===== config.mk =====
export PLATFORM = sky130hd
export DESIGN_NAME = rhrb_ctrl
export DESIGN_NICKNAME = d
export VERILOG_FILES = /design/src/rtl/rhrb_pkg.sv /design/src/rtl/rhrb_ctrl.sv
export SDC_FILE = /design/constraint.sdc
export NUM_CORES = 1
export LEC_CHECK = 0
export BUFFER_PORTS_ARGS = -buffer_cell sky130_fd_sc_hd__buf_2
export CORE_AREA = 2 2 39 41
export DETAILED_ROUTE_END_ITERATION = 8
export DIE_AREA = 0 0 41 43
export GPL_TIMING_DRIVEN = 0
export PLACE_DENSITY_LB_ADDON = 0.2
export SLEW_MARGIN = 30
export SYNTH_ARGS = -nofsm -noshare
export SYNTH_HDL_FRONTEND = slang
export SYNTH_SLANG_ARGS = --single-unit

===== constraint.sdc =====
create_clock -name aclk -period 1.7 [get_ports aclk]
set_clock_uncertainty 0.05 [all_clocks]
set_input_delay 0 -clock aclk [delete_from_list [all_inputs] [get_ports aclk]]
set_output_delay 0 -clock aclk [all_outputs]
set_load 0.02 [all_outputs]

===== src/rtl/rhrb_pkg.sv =====
// Shared types and constants for the replay history ring buffer.
package rhrb_pkg;

    localparam int unsigned RHRB_DEPTH_DEF = 65536;
    localparam int unsigned OFF_W          = 63;
    localparam int unsigned OP_W           = 2;
    localparam int unsigned BYTE_W         = 8;
    localparam int unsigned IN_W           = 80;

    localparam logic [OP_W-1:0] OP_APPEND  = 2'd0;
    localparam logic [OP_W-1:0] OP_READ    = 2'd1;
    localparam logic [OP_W-1:0] OP_DISCARD = 2'd2;

    typedef struct packed {
        logic load_in;
        logic exec;
        logic rd_issue;
        logic load_out;
    } rhrb_cmd_t;

    typedef struct packed {
        logic op_is_read;
    } rhrb_status_t;

endpackage


===== src/rtl/rhrb_ctrl.sv =====
// Controller state machine for the replay history ring buffer.
module rhrb_ctrl (
    input  logic                  aclk,
    input  logic                  aresetn,
    input  logic                  s_tvalid,
    output logic                  s_tready,
    output logic                  m_tvalid,
    input  logic                  m_tready,
    input  rhrb_pkg::rhrb_status_t status,
    output rhrb_pkg::rhrb_cmd_t    cmd
);
    import rhrb_pkg::*;

    typedef enum logic [1:0] {
        ST_IDLE,
        ST_EXEC,
        ST_ADDR,
        ST_DONE
    } state_t;

    state_t state_reg;
    logic   m_tvalid_reg;
    logic   out_free;

    assign out_free = !m_tvalid_reg || m_tready;

    always_comb begin
        cmd          = '0;
        cmd.load_in  = (state_reg == ST_IDLE) && s_tvalid;
        cmd.exec     = (state_reg == ST_EXEC);
        cmd.rd_issue = (state_reg == ST_ADDR);
        cmd.load_out = (state_reg == ST_DONE) && out_free;
    end

    always_ff @(posedge aclk) begin
        if (!aresetn) begin
            state_reg    <= ST_IDLE;
            m_tvalid_reg <= 1'b0;
        end else begin
            if (cmd.load_out) begin
                m_tvalid_reg <= 1'b1;
            end else if (m_tready) begin
                m_tvalid_reg <= 1'b0;
            end
            case (state_reg)
                ST_IDLE: begin
                    if (s_tvalid) begin
                        state_reg <= ST_EXEC;
                    end
                end
                ST_EXEC: begin
                    state_reg <= status.op_is_read ? ST_ADDR : ST_DONE;
                end
                ST_ADDR: begin
                    state_reg <= ST_DONE;
                end
                ST_DONE: begin
                    if (out_free) begin
                        state_reg <= ST_IDLE;
                    end
                end
                default: begin
                    state_reg <= ST_IDLE;
                end
            endcase
        end
    end

    assign s_tready = (state_reg == ST_IDLE);
    assign m_tvalid = m_tvalid_reg;

endmodule


# ---- Yosys cells after proc, flatten, opt, wreduce, memory -nomap -nowiden
# Cells that the tools add are included.
dict set report classes {
  bitwise 0
  multipliers 0
  eq_ne 5
  div_mod_pow 0
  reduce_logical 7
  addsub 0
  muxes 6
  shift 0
  magnitude_cmp 0
}
# operator count
set ops {}
lappend ops {{case mux 2 bit (4 select lines)} 1}
lappend ops {{== test 2 bit (second input constant)} 2}
lappend ops {{2-to-1 mux 2 bit} 2}
lappend ops {{inequality test 2 bit (second input constant)} 2}
lappend ops {{2-to-1 mux 1 bit} 3}
lappend ops {{== test 2 x 1 -> 1 bit (second input constant)} 1}
lappend ops {{logical AND 1 bit} 2}
lappend ops {{zero test 2 bit} 1}
lappend ops {{AND reduction 2 bit} 1}
lappend ops {{nonzero test 2 bit} 1}
lappend ops {{zero test 1 bit} 1}
lappend ops {{logical OR 1 bit} 1}
dict set report totals {
  register_bits 3
  in_bits 5
  rom_bits 0
  ram_bits 0
  n_memories 0
  elab_cells 20
  latchBits 0
  output_inout_bits 6
}

# ---- Logic depth before layout (Yosys ltp)
dict set report depth {
  ltp_word 4
  ltp_mapped 5
  depth_no_buf 5
}

# ---- Least setup slack after synthesis
# No wires, ideal clock.
dict set report synth_timing {
  path_type {register to register}
  startpoint {register state_reg[1]}
  endpoint {register state_reg[0]}
  n_path_buf 0
  arrival_ns 1.213
  stages_incl_launch_ff 6
  required_time_ns 1.535
  setup_slack_ns 0.322
  setup_ns 0.115
  period_less_slack_ns 1.378
  path_cell_list {dfxtp_1 > inv_1 > ha_1 > nor2b_1 > o31a_1 > o21a_1}
}
# item line
set synth_rtl {}
lappend synth_rtl {{start, declared} rhrb_ctrl.sv:21} ;# state_t state_reg;
lappend synth_rtl {{start signal, assigned} rhrb_ctrl.sv:52} ;# state_reg <= status.op_is_read ? ST_ADDR : ST_DONE;

# ---- Worst setup path in the final report
dict set report layout_timing {
  startpoint {register state_reg[0]}
  endpoint {register state_reg[0]}
}
dict set report layout_via {
  elab_chain_cells 3
  elab_cells_between_ends 8
  cone_classes {eq/ne: 5; mux: 1; reduce/logical: 2}
}
# item line
set layout_lines {}
lappend layout_lines {{== test 2 bit / zero test 2 bit (equally long branches)} rhrb_ctrl.sv:45} ;# case (state_reg)
lappend layout_lines {{inequality test 2 bit (no source line)} -}
lappend layout_lines {{AND reduction 2 bit (no source line)} -}
# Parallel ways exist; a longest one is shown, timed or not.
# A chain may end at the register's enable or synchronous reset.

==> results by group <==
Status
  • Status: finished clean

Job
  • Max cap viols: 0

STA
  • WHS: 0.1171 ns
  • Hold Fails Final Rpt: 0
  • TNS Setup: 0 ns
  • Final setup fails: 0
  • Max Freq: 0.7287 GHz
  • RSZ-0062 raised after global routing: no
  • Crit share post-route: 80.72%
  • Period minus WS final: around 1.4 ns
  • Worst-Margin Slew: 0.1914 ns
  • Worst relative slew slack: 87.13%
  • Final WS setup: 0.3277 ns
  • Slew Viols, Final: 0

Die
  • Boundary pin count: 11
  • Area of the core: approximately 0.0014 mm2
  • Die width: 41 um
  • Die Span Y: 43 um
  • Row cnt: 14
  • Die area: 0.001763 mm2
  • Initial Util: 16.00%

GRT
  • Largest net degree at the start of global routing: 6
  • Global route overflow: 0
  • Vias in the first global route: 213
  • First-pass GRT wire length: 772 um
  • Overall Global Routing Usage: 7.007%
  • Initial antenna violation count: 0

Power and ir drop
  • PwrDens: 1418 mW/mm2
  • Peak supply drop: 0.3063 mV
  • Net Switching: 0.1900 mW
  • P_int: ~0.27 mW
  • Logic pwr share: 49.0%
  • Post-route total power: roughly 0.46 mW
  • Leakage power: about 0.16 nW
  • Reg power frac: around a quarter
  • Sw frac: 40.89%
  • Clock share of power: 26.6%

Cells and area
  • Synthesis-to-layout area growth: 48.02%
  • Share of layout cells above drive strength 1: 39.47%
  • Largest register FFs: 2
  • Fill count: 165
  • Non-Filler Instances: 54
  • # nets final: 48
  • Diode count: 0

CTS
  • Post_cts resized: 0
  • H-Tree Depth: 1
  • Hold-fix buffers, CTS: 1
  • Root Buffer Master: clkbuf_4
  • Post-CTS setup buffers: 0
  • Clock sink total: 3
  • Reg clk slew, reported paths: 0.04 ns
  • CTS tree: yes
  • Cts bufs inserted: 3
  • Max Root-Sink Buffers: 2
  • Worst-skew pair later-pin latency: 0.23 ns

Routing
  • First drt pass iteration count: 2
  • Initial DRC Count: 1
  • Routed WL: 467 um
  • Antenna Nets Post-Route: 0
  • Detail-routed via count per cell: between 3 and 4
  • Routed wire length per instance: 8.648 um
  • Via Count: approximately 200
  • DRC Markers: 0

Synthesis
  • Seq/Total Area, Yosys: between 20% and 30%
  • Most common flop cell mapped by yosys: dfxtp_1
  • Area leader, netlist: dfxtp_1
  • Fraction of synthesis flops using an asynchronous set or reset pin: 0%
  • Post-Syn Instances: 23
  • Mapped Area: ~220 um2
  • Syn_area_per_cell: ~9.6 um2
  • #FFs+latches synth: 3
  • Synth top area share: 27.12%
  • Count leader, synth: ha_1
  • Synth top area cells: dfxtp_1, ha_1, nor2b_1
  • Post-synth EDFFs: 0
  • Syn_nets: 32
  • Cell variety after synth: 14
  • Top cells by count, synth: ha_1, dfxtp_1, nor2b_1
  • Warning count from the yosys run: 0

Critical path
  • Critical Path RT: approximately 1.8 ns
  • CP endpoint kind: flop
  • Slowest stage delay, CP: 0.40 ns
  • Reg2reg start: state_reg[0]$_SDFFE_PN0P_
  • CP arrival: roughly 1.4 ns
  • Peak fanout along the critical path: 5
  • CP Cell Sequence: inv_1 -> ha_1 -> o31a_1 -> o21a_1
  • Slowest CP cell: dfxtp_1
  • CP Class: reg2reg
  • R2r worst-path depth: 4
  • Reg-to-reg critical path endpoint: state_reg[0]$_SDFFE_PN0P_
  • CP startpoint kind: flop
  • Flop-to-flop setup slack: 0.33 ns

Worst hold path
  • WHS Endpoint: state_reg[1]$_SDFFE_PN0P_
  • Hold Crit Class: in2reg
  • Worst Hold Path Cells: 3
  • Hold path start: s_tvalid

Placement
  • Detailed placement HPWL: approximately 380 um
  • Inst Count DP: 49
  • Place WS: 0.3285 ns
  • Port Buf Inserts: 10
  • Routability cong.: roughly 0.6
## routing by layer
| layer | routed length, um | global-route usage, % | vias up |
|---|---|---|---|
| met1 | 176 | 7.006 | 92 |
| met5 | 0 | 0 | - |
| met3 | 29 | 1.571 | 0 |
| met2 | 262 | 9.375 | 4 |
| met4 | 0 | 10.00 | 0 |
| li1 | - | - | 109 |
## power by group through the flow
stage | clock [mW] | combinational, mW | sequential (mW)
floorplan | 0 | 0.173 | 0.111
global placement | 0 | 0.224 | 0.114
detailed placement | 0 | 0.230 | 0.114
CTS | 0.134 | 0.233 | 0.113
global route | 0.133 | 0.258 | 0.116
finish | 0.124 | 0.228 | 0.113
## critical path: cells and delay by family, from the launching register on
kind	cells	cell delay [ns]
DFF	1	0.40
adders and majority gates	1	0.26
AOI/OAI and AO/OA	2	0.47
buffers and inverters	1	0.09
## logic make-up (layout without fill, tap and decap cells)
logic type	after synthesis	count (layout)	synth area share, %
AND/OR/NAND/NOR	8	8	24.86
AO/OA/AOI/OAI	5	5	17.52
adder cells (fa/ha/maj)	4	4	22.60
flip-flops	3	3	27.12
buffers and inverters	2	17	3.391
multiplexers	1	1	4.520
## layout by cell type (no fill, tap or decap)
cell type      synthesis  layout
and3b_4                1       1
dfxtp_1                3       3
and2_1                 1       1
dlygate4sd3_1          0       1
buf_2                  0      10
nand2_1                1       1
nor2b_1                3       3
mux2i_1                1       1
nor3_1                 1       1
ha_1                   4       4
o211ai_1               1       1
inv_1                  2       2
o21a_1                 2       2
clkbuf_4               0       3
o31ai_1                1       1
o31a_1                 1       1
and2b_2                1       1
clkbuf_1               0       1
## worst max path at each step
stage                                          from                   endpoint  slack [ns]  depth (start not counted)
after floorplan           state_reg[1]$_SDFFE_PN0P_  state_reg[0]$_SDFFE_PN0P_        0.32                          5
after CTS                 state_reg[0]$_SDFFE_PN0P_  state_reg[0]$_SDFFE_PN0P_        0.32                          4
after detailed placement  state_reg[0]$_SDFFE_PN0P_  state_reg[0]$_SDFFE_PN0P_        0.33                          4
after global placement    state_reg[0]$_SDFFE_PN0P_  state_reg[0]$_SDFFE_PN0P_        0.34                          4
final                     state_reg[0]$_SDFFE_PN0P_  state_reg[0]$_SDFFE_PN0P_        0.33                          4
after global routing      state_reg[0]$_SDFFE_PN0P_  state_reg[0]$_SDFFE_PN0P_        0.25                          4
## final cells by class
| class | count | area [um2] | area share (%) |
|---|---|---|---|
| Clock buffer | 4 | 26.28 | 8.015 |
| Inverter | 2 | 7.507 | 2.290 |
| Multi-Input combinational cell | 18 | 153.9 | 46.95 |
| Sequential cell | 3 | 60.06 | 18.32 |
| Tap cell | 16 | 20.02 | 6.107 |
| Timing Repair Buffer | 11 | 60.06 | 18.32 |
## through the flow
step,cell area [um2],utilization (%)
final,327.8,23.69
after global routing,327.8,23.69
after CTS,327.8,23.69
after detailed placement,291.5,21.07
after global placement,291.5,21.07
after floorplan,221.5,-
(Power assumes the default switching activity.)
